[src/hsv_to_rgb_pixel_macros.svh]
// assertion macros for the hsv to rgb pixel converter
// included by the top level; depends on nothing else
`ifndef HSV_TO_RGB_PIXEL_MACROS_SVH
`define HSV_TO_RGB_PIXEL_MACROS_SVH

`ifndef NO_ASSERTIONS

// same-cycle implication, disabled during reset
`define HSVRGB_ASSERT_IMP(label, clk, rst_n, pre, post) \
  label: assert property (@(posedge clk) disable iff (!rst_n) (pre) |-> (post)) \
    else $error("hsv_to_rgb_pixel: check failed");

// next-cycle implication, disabled during reset
`define HSVRGB_ASSERT_NXT(label, clk, rst_n, pre, post) \
  label: assert property (@(posedge clk) disable iff (!rst_n) (pre) |=> (post)) \
    else $error("hsv_to_rgb_pixel: check failed");

`else

`define HSVRGB_ASSERT_IMP(label, clk, rst_n, pre, post)
`define HSVRGB_ASSERT_NXT(label, clk, rst_n, pre, post)

`endif

`endif

[src/hsvrgb_pkg.sv]
// shared widths, constants and sector codes for the hsv to rgb converter
// no dependencies
package hsvrgb_pkg;

  // fixed field widths
  localparam int HUE_W     = 15;
  localparam int UNIT_W    = 9;
  localparam int UNIT_FRAC = 8;
  localparam int UNIT_ONE  = 256;
  localparam int CH_W      = 8;
  // 255 * v fits in 16 bits for v up to 1.0
  localparam int VS_W      = 16;

  // hue geometry
  localparam int DEG_PER_SECTOR = 60;
  localparam int SECTORS        = 6;

  // parameter defaults
  localparam int HUE_FRAC_BITS_DEF    = 6;
  localparam int SECTOR_FRAC_BITS_DEF = 12;

  // sector codes
  localparam int SECT_W = 3;
  typedef logic [SECT_W-1:0] sector_t;
  localparam sector_t SECT_RED_YEL = 3'd0;
  localparam sector_t SECT_YEL_GRN = 3'd1;
  localparam sector_t SECT_GRN_CYN = 3'd2;
  localparam sector_t SECT_CYN_BLU = 3'd3;
  localparam sector_t SECT_BLU_MAG = 3'd4;
  localparam sector_t SECT_MAG_RED = 3'd5;

  // bits of the remainder within one sector
  function automatic int rem_w(int hue_frac);
    return $clog2(DEG_PER_SECTOR << hue_frac);
  endfunction

endpackage

[src/hsvrgb_split.sv]
// front pipeline stages: clamp inputs, form 255 * v, split hue into sector and remainder
// depends on hsvrgb_pkg
module hsvrgb_split #(
  parameter int HUE_FRAC_BITS = hsvrgb_pkg::HUE_FRAC_BITS_DEF
) (
  input  logic                                          clk_i,
  input  logic                                          rst_ni,
  input  logic                                          valid_i,
  output logic                                          ready_o,
  input  logic [hsvrgb_pkg::HUE_W-1:0]                  hue_i,
  input  logic [hsvrgb_pkg::UNIT_W-1:0]                 sat_i,
  input  logic [hsvrgb_pkg::UNIT_W-1:0]                 val_i,
  output logic                                          valid_o,
  input  logic                                          ready_i,
  output logic [hsvrgb_pkg::rem_w(HUE_FRAC_BITS)-1:0]   rem_o,
  output hsvrgb_pkg::sector_t                           sector_o,
  output logic [hsvrgb_pkg::UNIT_W-1:0]                 sat_o,
  output logic [hsvrgb_pkg::VS_W-1:0]                   vs_o
);
  import hsvrgb_pkg::*;

  localparam logic [63:0] SPAN    = 64'(DEG_PER_SECTOR) << HUE_FRAC_BITS;
  localparam logic [63:0] FULL    = SPAN * 64'(SECTORS);
  localparam logic [63:0] HUE_MAX = (64'd1 << HUE_W) - 64'd1;
  localparam int SPAN_W = $clog2(SPAN + 64'd1);
  localparam int FULL_W = $clog2(FULL + 64'd1);
  localparam int REM_W  = rem_w(HUE_FRAC_BITS);
  localparam int QS_RAW = $clog2(HUE_MAX / SPAN + 64'd1);
  localparam int QT_RAW = $clog2(HUE_MAX / FULL + 64'd1);
  localparam int QS_W   = (QS_RAW > 0) ? QS_RAW : 1;
  localparam int QT_W   = (QT_RAW > 0) ? QT_RAW : 1;
  // reciprocal multipliers, exact for every 15-bit hue
  localparam int QS_K   = HUE_W + SPAN_W;
  localparam int QT_K   = HUE_W + FULL_W;
  localparam int QS_PW  = QS_K + QS_W;
  localparam int QT_PW  = QT_K + QT_W;
  localparam logic [63:0] QS_M = ((64'd1 << QS_K) + SPAN - 64'd1) / SPAN;
  localparam logic [63:0] QT_M = ((64'd1 << QT_K) + FULL - 64'd1) / FULL;
  // width for the remainder and sector subtractions
  localparam int SW = ((SPAN_W > HUE_W) ? SPAN_W : HUE_W) + 1;

  // stage valid bits and advance enables
  logic [2:0] vld_q;
  logic [2:0] adv;

  assign adv[2]  = !vld_q[2] || ready_i;
  assign adv[1]  = !vld_q[1] || adv[2];
  assign adv[0]  = !vld_q[0] || adv[1];
  assign ready_o = adv[0];
  assign valid_o = vld_q[2];

  always_ff @(posedge clk_i or negedge rst_ni) begin
    if (!rst_ni) begin
      vld_q <= '0;
    end else begin
      if (adv[0]) vld_q[0] <= valid_i;
      if (adv[1]) vld_q[1] <= vld_q[0];
      if (adv[2]) vld_q[2] <= vld_q[1];
    end
  end

  // stage 1: clamp saturation and value to 1.0
  logic [HUE_W-1:0]  hue1_q;
  logic [UNIT_W-1:0] sat1_q, val1_q, sat1_d, val1_d;

  assign sat1_d = (sat_i > UNIT_W'(UNIT_ONE)) ? UNIT_W'(UNIT_ONE) : sat_i;
  assign val1_d = (val_i > UNIT_W'(UNIT_ONE)) ? UNIT_W'(UNIT_ONE) : val_i;

  always_ff @(posedge clk_i) begin
    if (adv[0]) begin
      hue1_q <= hue_i;
      sat1_q <= sat1_d;
      val1_q <= val1_d;
    end
  end

  // stage 2: hue divided by the sector span and by a full turn
  logic [QS_PW-1:0]  qs_prod;
  logic [QT_PW-1:0]  qt_prod;
  logic [QS_W-1:0]   qs2_q;
  logic [QT_W-1:0]   qt2_q;
  logic [HUE_W-1:0]  hue2_q;
  logic [UNIT_W-1:0] sat2_q;
  logic [VS_W-1:0]   vs2_q, vs2_d;

  assign qs_prod = QS_PW'(hue1_q) * QS_PW'(QS_M);
  assign qt_prod = QT_PW'(hue1_q) * QT_PW'(QT_M);
  // 255 * v as (v << 8) - v
  assign vs2_d   = VS_W'({val1_q, {UNIT_FRAC{1'b0}}} - {{UNIT_FRAC{1'b0}}, val1_q});

  always_ff @(posedge clk_i) begin
    if (adv[1]) begin
      qs2_q  <= qs_prod[QS_PW-1:QS_K];
      qt2_q  <= qt_prod[QT_PW-1:QT_K];
      hue2_q <= hue1_q;
      sat2_q <= sat1_q;
      vs2_q  <= vs2_d;
    end
  end

  // stage 3: remainder within the sector and sector modulo six
  logic [SW-1:0] qs_span, rem_wide, sec_wide;

  assign qs_span  = SW'(qs2_q) * SW'(SPAN);
  assign rem_wide = SW'(hue2_q) - qs_span;
  assign sec_wide = SW'(qs2_q) - SW'(qt2_q) * SW'(SECTORS);

  always_ff @(posedge clk_i) begin
    if (adv[2]) begin
      rem_o    <= rem_wide[REM_W-1:0];
      sector_o <= sec_wide[SECT_W-1:0];
      sat_o    <= sat2_q;
      vs_o     <= vs2_q;
    end
  end

endmodule

[src/hsvrgb_blend.sv]
// middle pipeline stages: sector fraction, then the p, q, t and v bytes
// depends on hsvrgb_pkg
module hsvrgb_blend #(
  parameter int HUE_FRAC_BITS    = hsvrgb_pkg::HUE_FRAC_BITS_DEF,
  parameter int SECTOR_FRAC_BITS = hsvrgb_pkg::SECTOR_FRAC_BITS_DEF
) (
  input  logic                                          clk_i,
  input  logic                                          rst_ni,
  input  logic                                          valid_i,
  output logic                                          ready_o,
  input  logic [hsvrgb_pkg::rem_w(HUE_FRAC_BITS)-1:0]   rem_i,
  input  hsvrgb_pkg::sector_t                           sector_i,
  input  logic [hsvrgb_pkg::UNIT_W-1:0]                 sat_i,
  input  logic [hsvrgb_pkg::VS_W-1:0]                   vs_i,
  output logic                                          valid_o,
  input  logic                                          ready_i,
  output hsvrgb_pkg::sector_t                           sector_o,
  output logic [hsvrgb_pkg::CH_W-1:0]                   p_o,
  output logic [hsvrgb_pkg::CH_W-1:0]                   q_o,
  output logic [hsvrgb_pkg::CH_W-1:0]                   t_o,
  output logic [hsvrgb_pkg::CH_W-1:0]                   vv_o
);
  import hsvrgb_pkg::*;

  localparam int S = SECTOR_FRAC_BITS;
  localparam logic [63:0] SPAN = 64'(DEG_PER_SECTOR) << HUE_FRAC_BITS;
  localparam int SPAN_W = $clog2(SPAN + 64'd1);
  localparam int REM_W  = rem_w(HUE_FRAC_BITS);
  // fraction f = (rem << S) / span through an exact reciprocal
  localparam int NUM_W  = REM_W + S;
  localparam int F_K    = NUM_W + SPAN_W;
  localparam int F_PW   = F_K + S;
  localparam logic [63:0] F_M = ((64'd1 << F_K) + SPAN - 64'd1) / SPAN;
  // p = 255v(1 - s) in Q9.16
  localparam int PP_W   = VS_W + UNIT_W;
  // q and t factors in Q1.(8 + S)
  localparam int QA_W   = S + UNIT_W;
  localparam int QP_W   = VS_W + QA_W;
  localparam logic [QA_W-1:0] FULL_V = QA_W'(UNIT_ONE) << S;
  localparam logic [S:0]      ONE_V  = (S + 1)'(1) << S;

  // stage valid bits and advance enables
  logic [2:0] vld_q;
  logic [2:0] adv;

  assign adv[2]  = !vld_q[2] || ready_i;
  assign adv[1]  = !vld_q[1] || adv[2];
  assign adv[0]  = !vld_q[0] || adv[1];
  assign ready_o = adv[0];
  assign valid_o = vld_q[2];

  always_ff @(posedge clk_i or negedge rst_ni) begin
    if (!rst_ni) begin
      vld_q <= '0;
    end else begin
      if (adv[0]) vld_q[0] <= valid_i;
      if (adv[1]) vld_q[1] <= vld_q[0];
      if (adv[2]) vld_q[2] <= vld_q[1];
    end
  end

  // stage 4: fraction within the sector and the p byte
  logic [F_PW-1:0]   f_prod;
  logic [PP_W-1:0]   p_prod;
  logic [UNIT_W-1:0] one_minus_s;
  logic [S-1:0]      f4_q;
  logic [UNIT_W-1:0] sat4_q;
  logic [VS_W-1:0]   vs4_q;
  logic [CH_W-1:0]   p4_q;
  sector_t           sec4_q;

  assign f_prod      = F_PW'({rem_i, {S{1'b0}}}) * F_PW'(F_M);
  assign one_minus_s = UNIT_W'(UNIT_ONE) - sat_i;
  assign p_prod      = PP_W'(vs_i) * PP_W'(one_minus_s);

  always_ff @(posedge clk_i) begin
    if (adv[0]) begin
      f4_q   <= f_prod[F_PW-1:F_K];
      sat4_q <= sat_i;
      vs4_q  <= vs_i;
      p4_q   <= p_prod[2*UNIT_FRAC +: CH_W];
      sec4_q <= sector_i;
    end
  end

  // stage 5: 1 - f*s and 1 - (1 - f)*s
  logic [S:0]      one_minus_f;
  logic [QA_W-1:0] fs, ofs;
  logic [QA_W-1:0] qa5_q, ta5_q;
  logic [VS_W-1:0] vs5_q;
  logic [CH_W-1:0] p5_q;
  sector_t         sec5_q;

  assign one_minus_f = ONE_V - (S + 1)'(f4_q);
  assign fs          = QA_W'(f4_q) * QA_W'(sat4_q);
  assign ofs         = QA_W'(one_minus_f) * QA_W'(sat4_q);

  always_ff @(posedge clk_i) begin
    if (adv[1]) begin
      qa5_q  <= FULL_V - fs;
      ta5_q  <= FULL_V - ofs;
      vs5_q  <= vs4_q;
      p5_q   <= p4_q;
      sec5_q <= sec4_q;
    end
  end

  // stage 6: scale by 255v and truncate to bytes
  logic [QP_W-1:0] q_prod, t_prod;

  assign q_prod = QP_W'(vs5_q) * QP_W'(qa5_q);
  assign t_prod = QP_W'(vs5_q) * QP_W'(ta5_q);

  always_ff @(posedge clk_i) begin
    if (adv[2]) begin
      q_o      <= q_prod[2*UNIT_FRAC+S +: CH_W];
      t_o      <= t_prod[2*UNIT_FRAC+S +: CH_W];
      vv_o     <= vs5_q[UNIT_FRAC +: CH_W];
      p_o      <= p5_q;
      sector_o <= sec5_q;
    end
  end

endmodule

[src/hsvrgb_route.sv]
// output stage: routes p, q, t and v to red, green and blue by sector
// depends on hsvrgb_pkg
module hsvrgb_route (
  input  logic                        clk_i,
  input  logic                        rst_ni,
  input  logic                        valid_i,
  output logic                        ready_o,
  input  hsvrgb_pkg::sector_t         sector_i,
  input  logic [hsvrgb_pkg::CH_W-1:0] p_i,
  input  logic [hsvrgb_pkg::CH_W-1:0] q_i,
  input  logic [hsvrgb_pkg::CH_W-1:0] t_i,
  input  logic [hsvrgb_pkg::CH_W-1:0] vv_i,
  output logic                        valid_o,
  input  logic                        ready_i,
  output logic [hsvrgb_pkg::CH_W-1:0] red_o,
  output logic [hsvrgb_pkg::CH_W-1:0] green_o,
  output logic [hsvrgb_pkg::CH_W-1:0] blue_o
);
  import hsvrgb_pkg::*;

  logic            vld_q;
  logic            adv;
  logic [CH_W-1:0] red_d, green_d, blue_d;

  assign adv     = !vld_q || ready_i;
  assign ready_o = adv;
  assign valid_o = vld_q;

  // hexcone routing
  always_comb begin
    unique case (sector_i)
      SECT_RED_YEL: begin red_d = vv_i; green_d = t_i;  blue_d = p_i;  end
      SECT_YEL_GRN: begin red_d = q_i;  green_d = vv_i; blue_d = p_i;  end
      SECT_GRN_CYN: begin red_d = p_i;  green_d = vv_i; blue_d = t_i;  end
      SECT_CYN_BLU: begin red_d = p_i;  green_d = q_i;  blue_d = vv_i; end
      SECT_BLU_MAG: begin red_d = t_i;  green_d = p_i;  blue_d = vv_i; end
      SECT_MAG_RED: begin red_d = vv_i; green_d = p_i;  blue_d = q_i;  end
      default:      begin red_d = vv_i; green_d = p_i;  blue_d = q_i;  end
    endcase
  end

  // output valid
  always_ff @(posedge clk_i or negedge rst_ni) begin
    if (!rst_ni) begin
      vld_q <= 1'b0;
    end else if (adv) begin
      vld_q <= valid_i;
    end
  end

  // output bytes
  always_ff @(posedge clk_i) begin
    if (adv) begin
      red_o   <= red_d;
      green_o <= green_d;
      blue_o  <= blue_d;
    end
  end

endmodule

[src/hsv_to_rgb_pixel.sv]
// hsv to rgb pixel converter, top level
// depends on hsvrgb_pkg, hsvrgb_split, hsvrgb_blend, hsvrgb_route and the macro header
//
// Usage:
// - input channel (in_valid_i / in_ready_o) carries one pixel word: hue in
//   degrees times 2^HUE_FRAC_BITS, saturation and value as Q1.8 (256 = 1.0).
//   Hue at or past a full turn wraps; saturation or value above 1.0 clamps.
// - output channel (out_valid_o / out_ready_i) carries the red, green and
//   blue bytes of the same pixel, in input order.
// - pipeline: seven register stages, three in split, three in blend and one
//   output register in route.
// - throughput: one word per cycle while out_ready_i is high; every stage
//   is fully pipelined; widest path: one reciprocal multiply for the fraction.
// - stalls: when out_ready_i is low, words pile up in empty stages behind
//   the output register; in_ready_o falls only once all seven stages hold
//   a word. Nothing is dropped or repeated.
// - reset: rst_ni clears all stage valid bits asynchronously; the pipeline
//   is empty and ready right after reset.
`include "hsv_to_rgb_pixel_macros.svh"

module hsv_to_rgb_pixel #(
  parameter int HUE_FRAC_BITS    = hsvrgb_pkg::HUE_FRAC_BITS_DEF,
  parameter int SECTOR_FRAC_BITS = hsvrgb_pkg::SECTOR_FRAC_BITS_DEF
) (
  input  logic                          clk_i,
  input  logic                          rst_ni,
  input  logic                          in_valid_i,
  output logic                          in_ready_o,
  input  logic [hsvrgb_pkg::HUE_W-1:0]  hue_i,
  input  logic [hsvrgb_pkg::UNIT_W-1:0] saturation_i,
  input  logic [hsvrgb_pkg::UNIT_W-1:0] value_i,
  output logic                          out_valid_o,
  input  logic                          out_ready_i,
  output logic [hsvrgb_pkg::CH_W-1:0]   red_o,
  output logic [hsvrgb_pkg::CH_W-1:0]   green_o,
  output logic [hsvrgb_pkg::CH_W-1:0]   blue_o
);
  import hsvrgb_pkg::*;

  localparam int REM_W = rem_w(HUE_FRAC_BITS);

  // split to blend
  logic              split_valid, blend_ready;
  logic [REM_W-1:0]  split_rem;
  sector_t           split_sector;
  logic [UNIT_W-1:0] split_sat;
  logic [VS_W-1:0]   split_vs;

  // blend to route
  logic            blend_valid, route_ready;
  sector_t         blend_sector;
  logic [CH_W-1:0] blend_p, blend_q, blend_t, blend_vv;

  // hue split and input clamp
  hsvrgb_split #(
    .HUE_FRAC_BITS(HUE_FRAC_BITS)
  ) u_split (
    .clk_i   (clk_i),
    .rst_ni  (rst_ni),
    .valid_i (in_valid_i),
    .ready_o (in_ready_o),
    .hue_i   (hue_i),
    .sat_i   (saturation_i),
    .val_i   (value_i),
    .valid_o (split_valid),
    .ready_i (blend_ready),
    .rem_o   (split_rem),
    .sector_o(split_sector),
    .sat_o   (split_sat),
    .vs_o    (split_vs)
  );

  // fraction and channel bytes
  hsvrgb_blend #(
    .HUE_FRAC_BITS   (HUE_FRAC_BITS),
    .SECTOR_FRAC_BITS(SECTOR_FRAC_BITS)
  ) u_blend (
    .clk_i   (clk_i),
    .rst_ni  (rst_ni),
    .valid_i (split_valid),
    .ready_o (blend_ready),
    .rem_i   (split_rem),
    .sector_i(split_sector),
    .sat_i   (split_sat),
    .vs_i    (split_vs),
    .valid_o (blend_valid),
    .ready_i (route_ready),
    .sector_o(blend_sector),
    .p_o     (blend_p),
    .q_o     (blend_q),
    .t_o     (blend_t),
    .vv_o    (blend_vv)
  );

  // sector routing and output register
  hsvrgb_route u_route (
    .clk_i   (clk_i),
    .rst_ni  (rst_ni),
    .valid_i (blend_valid),
    .ready_o (route_ready),
    .sector_i(blend_sector),
    .p_i     (blend_p),
    .q_i     (blend_q),
    .t_i     (blend_t),
    .vv_i    (blend_vv),
    .valid_o (out_valid_o),
    .ready_i (out_ready_i),
    .red_o   (red_o),
    .green_o (green_o),
    .blue_o  (blue_o)
  );

  // input back-pressure only when the whole pipe is full and the output is stalled
  `HSVRGB_ASSERT_IMP(a_full_stall, clk_i, rst_ni, !in_ready_o, out_valid_o && !out_ready_i)

  // a stalled word between split and blend keeps its remainder and sector
  `HSVRGB_ASSERT_NXT(a_split_hold, clk_i, rst_ni, split_valid && !blend_ready, split_valid && $stable(split_rem) && $stable(split_sector))

  // a stalled word between blend and route keeps its p, q and t bytes
  `HSVRGB_ASSERT_NXT(a_blend_hold, clk_i, rst_ni, blend_valid && !route_ready, blend_valid && $stable(blend_p) && $stable(blend_q) && $stable(blend_t))

endmodule

[config.mk]
export PLATFORM = sky130hd
export DESIGN_NAME = hsv_to_rgb_pixel
export DESIGN_NICKNAME = d
export VERILOG_FILES = /design/src/hsvrgb_pkg.sv /design/src/hsvrgb_split.sv /design/src/hsvrgb_blend.sv /design/src/hsvrgb_route.sv /design/src/hsv_to_rgb_pixel.sv
export VERILOG_INCLUDE_DIRS = /design/src /design/src/src
export SDC_FILE = /design/constraint.sdc
export NUM_CORES = 2
export LEC_CHECK = 0
export ABC_AREA = 1
export BUFFER_PORTS_ARGS = -buffer_cell sky130_fd_sc_hd__buf_2
export CELL_PAD_IN_SITES_DETAIL_PLACEMENT = 1
export CELL_PAD_IN_SITES_GLOBAL_PLACEMENT = 1
export CORE_MARGIN = 4
export CORE_UTILIZATION = 40
export CTS_CLUSTER_DIAMETER = 60
export CTS_CLUSTER_SIZE = 14
export DETAILED_ROUTE_END_ITERATION = 8
export HOLD_SLACK_MARGIN = 0.12
export PLACE_DENSITY_LB_ADDON = 0.1
export SETUP_SLACK_MARGIN = 0.05
export SYNTH_ARGS = -nofsm -noshare
export SYNTH_HDL_FRONTEND = slang
export SYNTH_SLANG_ARGS = --single-unit
[constraint.sdc]
create_clock -name clk_i -period 7.1 [get_ports clk_i]
set_input_delay 0.71 -clock clk_i [delete_from_list [all_inputs] [get_ports clk_i]]
set_output_delay 0.71 -clock clk_i [all_outputs]
set_load 0.02 [all_outputs]
* Word-level counts from Yosys, hierarchy flattened
Cells that the tools add are included.
Cells by class: add/sub/neg operators 7, $mul 10, order comparisons 2, equal/unequal tests 4, muxes and demuxes 3, reduce and logical (&&, ||, !) cells 19
Operators with widths (number):
- multiplier 16 x 21 -> 36 bit | 2
- case mux 8 bit (3 select lines) | 3
- subtractor 21 bit (first input constant) | 2
- multiplier 12 x 24 -> 35 bit (second input constant) | 1
- multiplier 15 x 16 -> 31 bit (second input constant) | 1
- multiplier 15 x 14 -> 29 bit (second input constant) | 1
- multiplier 16 x 9 -> 24 bit | 1
- multiplier 12 x 9 -> 21 bit | 1
- multiplier 13 x 9 -> 21 bit | 1
- > comparator 9 bit (second input constant) | 2
- subtractor 16 x 9 -> 16 bit | 1
- subtractor 13 x 12 -> 13 bit (first input constant) | 1
- subtractor 12 bit | 1
- subtractor 9 bit (first input constant) | 1
- OR reduction 2 bit | 4
- zero test 1 bit | 7
- logical OR 1 bit | 7
- == test 3 x 2 -> 1 bit (second input constant) | 2
- multiplier 4 x 1 -> 4 bit (second input constant) | 1
- == test 3 x 1 -> 1 bit (second input constant) | 1
- == test 3 bit (second input constant) | 1
- zero test 3 bit | 1
- subtractor 3 bit | 1
- multiplier 1 x 2 -> 2 bit (second input constant) | 1
Storage, ports and cells: register bits after elaboration 298, input bits 37, output and inout port bits 26, logic and storage cells 82

* Depth between registers and ports, before layout
depth in word-level cells 8, gate-level depth with buffers 29

* Cells and area by module
A second synthesis with hierarchy kept.
Unflattened totals: cells, all modules 6286, area, all modules 52227.6 µm²
Modules (own cells, without submodules):
- hsvrgb_blend | instances 1, cells each 5142, area each 40844.2 µm²
- hsvrgb_split | instances 1, cells each 913, area each 9724.3 µm²
- hsvrgb_route | instances 1, cells each 231, area each 1659.1 µm²

* Least setup slack after synthesis
No wires, ideal clock.
kind in2out, start point input port out_ready_i, end point output port in_ready_o, data arrival time 5.761 ns, required time 6.390 ns, setup slack 0.629 ns, stages 10, buffers on the path 0, cells stage by stage nor2_1 -> inv_1 -> nor2_1 -> inv_1 -> nor2_1 -> inv_1 -> nor2_1 -> nand2_1 -> nor2_1 -> nand2_1
On the way: longest elaborated chain between the ends 7
RTL lines:
- from (decl) | line hsv_to_rgb_pixel.sv:33 | input logic out_ready_i,
- logical OR 1 bit | line hsvrgb_route.sv:25 | assign adv = !vld_q || ready_i;
- via route_ready | line hsv_to_rgb_pixel.sv:50 | logic blend_valid, route_ready;
- logical OR 1 bit | line hsvrgb_blend.sv:46 | assign adv[2] = !vld_q[2] || ready_i;
- via u_blend.adv[2] | line hsvrgb_blend.sv:44 | logic [2:0] adv;
- logical OR 1 bit | line hsvrgb_blend.sv:47 | assign adv[1] = !vld_q[1] || adv[2];
- via u_blend.adv[1] | line hsvrgb_blend.sv:44
- logical OR 1 bit | line hsvrgb_blend.sv:48 | assign adv[0] = !vld_q[0] || adv[1];
- logical OR 1 bit | line hsvrgb_split.sv:46 | assign adv[2] = !vld_q[2] || ready_i;
- via u_split.adv[2] | line hsvrgb_split.sv:44 | logic [2:0] adv;
- logical OR 1 bit | line hsvrgb_split.sv:47 | assign adv[1] = !vld_q[1] || adv[2];
- logical OR 1 bit | line hsvrgb_split.sv:48 | assign adv[0] = !vld_q[0] || adv[1];
- to (decl) | line hsv_to_rgb_pixel.sv:28 | output logic in_ready_o,
The timed path passes the listed nets, and every way through them passes these cells.

* Worst setup path in the final report
start point register u_blend.vs5_q[9], end point register u_blend.q_o[7] (netlist name) (data pin)
On the way: longest elaborated chain between the ends 1
RTL lines:
- from (decl) | line hsvrgb_blend.sv:90 | logic [VS_W-1:0] vs5_q;
- from (signal assigned) | line hsvrgb_blend.sv:102 | vs5_q <= vs4_q;
- multiplier 16 x 21 -> 36 bit | line hsvrgb_blend.sv:111 | assign q_prod = QP_W'(vs5_q) * QP_W'(qa5_q);
- via u_blend.q_prod[35] | line hsvrgb_blend.sv:109 | logic [QP_W-1:0] q_prod, t_prod;
- to (signal assigned) | line hsvrgb_blend.sv:116 | q_o <= q_prod[2*UNIT_FRAC+S +: CH_W];
- to (decl) | line hsvrgb_blend.sv:19 | output logic [hsvrgb_pkg::CH_W-1:0] q_o,
The timed path passes the listed nets, and every way through them passes these cells. A chain may end at the register's enable or synchronous reset.

==> results.md <==
- Critical Path Most Common Cell: fa_1
- Hold path cells: 1
- Core area: 128000 um^2
- Clock buffer depth: 3
- Syn nets: 7557
- Final cycle utilization of the critical path: about nine tenths
- CP Max Fanout: 27
- DRC viols: 0
- Routed wire length: 143 mm
- Rel. slew slack: 28.3%
- RSZ-0062 raised after global routing: no
- RR Endpoint: u_blend.q_o[7]
- Final worst path period need: about 6.4 ns
- Area delta synth->final: 6.84%
- Die width: between 300 and 400 um
- Nets@finish: 7515
- DR vias/cell: 4.91
- Maxcap violations: 0
- Library cells used by synthesis: 44
- Initial antenna violation count: 2
- Status: complete, no violations
- Setup violators final: 0
- # resized after CTS: 0
- Final setup TNS: 0 ns
- Clk pin slew, worst setup/hold paths: 0.06 ns
- Row Count: around 130
- Synth Register Bits: 297
- Clk sinks: a little under 300
- Syn Area/Cell: between 8 and 9 um^2
- Routability cong.: roughly 0.85
- Endpoints failing hold: 0
- Total track usage: 22.1%
- Hold Startpoint: hue_i[8]
- Synth warn: 0
- Clock buffer count from CTS: 41
- Sequential fraction of the synthesis area: 17.3%
- IO buf count: 62
- Clk_lat worst skew: 0.61 ns
- CP required: 7.47 ns
- Crit Path Category: reg -> reg
- HP Class: in -> reg
- Crit path capture type: register
- Flop-to-flop setup slack: 0.75 ns
- Number of DRC markers in iteration 0: 1813
- Largest net degree at the start of global routing: 49
- HPWL Detailed: 119 mm
- Post-synthesis cell count: 6060
- Final Max Slew Viols: 0
- First-pass GRT wire length: 237 mm
- Mapped cell area: ~50000 um^2
- Achievable Freq: roughly 0.16 GHz
- Number of global-route vias before repair: 43000
- Grt total ovfl: 0
- Worst EP arrival: 6.72 ns
- Slew @ Worst Pin: 1.08 ns
- Slowest stage delay, CP: ~0.88 ns
- Critical Path Start Type: register
- Routed len/inst: 18.6 um
- Starting Density: just over 40%
- R2R Path Start: u_blend.vs5_q[9]
- TritonCTS clock tree: built
- Vert. Die Dim: 366 um
- Share of cells above drive strength 1: approximately 3.4%
- Vias: 37900
- Clock Root Buffer: clkbuf_16
- Slowest CP cell: edfxtp_1
- TritonRoute pass-1 iters: 5
- H-Tree Depth: 2
- Sequence of cells on the critical path: buf_4, nand2_1, fa_1, fa_1, inv_1, fa_1, fa_1, fa_1, inv_1, fa_1, inv_1, ha_1, a21oi_1, o21ai_0, a21oi_1, nor2_1, nor3_1, nand2_1, nand2_1, nand2_1
- Total die area: ~130000 um^2
- I/O pin count: 63
- FF-to-FF path depth: 20
- Final ANT Viol Nets: 0
- Hold path endpoint: u_split.hue1_q[8]
- Layout Skew: 0.0181 ns
layout make-up:
type	instances	area, um^2
sequential	297	8880
clock inverter	28	365
antenna	1	2.50
clock buffer	45	1040
tap	1662	2080
timing repair buffer	118	796
multi-input combinational	3894	35500
fill	15200	72600
inverter	1666	6250
cell usage after synthesis (all sizes together):
library cell	number	area [um^2]
fa	848	17000
nand4	35	219
o31ai	3	22.5
nor4	13	81.3
ha	612	7660
a21o	23	173
or2	7	46.3
edfxtp	290	8710
buf	16	72.6
xor2	66	578
a22oi	5	37.5
inv	1663	6240
o211ai	6	45.0
a21oi	164	821
a21boi	8	60.1
clkbuf	187	702
a31o	1	8.76
nor3b	1	7.51
o221ai	2	17.5
o22ai	3	18.8
o21bai	23	173
xnor2	36	323
and3	2	12.5
nor3	44	235
o21ai	101	505
nor2	341	1290
a31oi	19	119
and2	2	12.5
clkinv	3	11.3
a41oi	1	8.76
o21a	9	67.6
nand2	1390	5220
o2111ai	16	140
nand3	105	526
nand3b	8	60.1
dfrtp	7	175
what timing repair did:
action / 4_1_cts / 5_1_grt
buffers inserted: 0 / 0
hold buffers: 1 / 0
endpoints found under the hold margin: 7 / 0
critical path: cells and delay by family (launching register included):
kind                       cells  cell delay [ns]
adders and majority gates      7             3.32
buffers and inverters          4             0.65
AOI/OAI and AO/OA              3             0.58
DFF                            1             0.88
and+or+nand+nor                6             0.65
cells by family (layout without fill, tap and decap cells):
group / Yosys count / count (layout) / synth area share [%]
buffers and inverters: 1869 / 1857 / 13.7
adders and majority gates: 1460 / 1460 / 48.0
other: 0 / 1 / 0
and+or+nand+nor: 1948 / 1948 / 15.0
DFF: 297 / 297 / 17.3
xor gates and xnor gates: 102 / 102 / 1.75
AOI/OAI and AO/OA: 384 / 384 / 4.32
stage by stage:
stage / hold slack, ns / area, um^2 / instances / util [%] / worst slack, ns
floorplan: 0.400 / 51400 / 6060 / - / 0.629
global placement: 0.401 / 53500 / 7636 / 41.9 / 0.869
detailed placement: 0.406 / 53500 / 7636 / 41.9 / 0.770
CTS: 0.230 / 54900 / 7710 / 43.0 / 0.764
global route: 0.246 / 54900 / 7710 / 43.0 / 0.389
finish: 0.276 / 54900 / 7711 / 43.0 / 0.749
routing by layer:
metal | track usage, % | wire [um]
met5 | 0 | 0
met4 | 4.55 | 2970
met3 | 2.38 | 4790
met2 | 38.9 | 70300
met1 | 29.7 | 65000
layout by cell type (no fill, tap or decap), drive strengths merged, types with 3 or more instances in the layout:
cell type / n
nand3: 105
o21ai: 101
clkbuf: 45
edfxtp: 290
nor4: 13
a31oi: 19
o31ai: 3
buf: 117
o2111ai: 16
a21boi: 8
xor2: 66
o22ai: 3
nand2: 1390
dfrtp: 7
a21o: 23
a22oi: 5
clkinv: 16
o211ai: 6
nor2: 341
a21oi: 164
or2: 7
o21a: 9
nand3b: 8
fa: 848
nor3: 44
inv: 1674
ha: 612
o21bai: 23
xnor2: 36
nand4: 35
worst max-delay path by stage:
stage,to,from
after floorplan,in_ready_o,out_ready_i
after global placement,u_blend.q_o[4],u_blend.vs5_q[9]
after detailed placement,u_blend.q_o[4],u_blend.vs5_q[9]
after CTS,u_blend.q_o[4],u_blend.vs5_q[9]
after global routing,u_blend.q_o[6],u_blend.vs5_q[9]
final,u_blend.q_o[7],u_blend.vs5_q[9]
flip-flops by register name (all words and copies together) (netlist names), 9 cells and up:
name / count
u_split.sat2_q: 9
u_blend.ta5_q: 21
u_blend.vs5_q: 16
u_blend.vs4_q: 16
u_split.val1_q: 9
u_split.vs2_q: 16
u_split.rem_o: 12
u_split.sat_o: 9
u_split.vs_o: 16
u_split.hue1_q: 15
u_blend.sat4_q: 9
u_split.hue2_q: 12
u_blend.f4_q: 12
u_blend.qa5_q: 20
u_split.sat1_q: 9
Power is not shown: default switching activity piles up to over one toggle a cycle in this logic, so the estimate is an artifact.
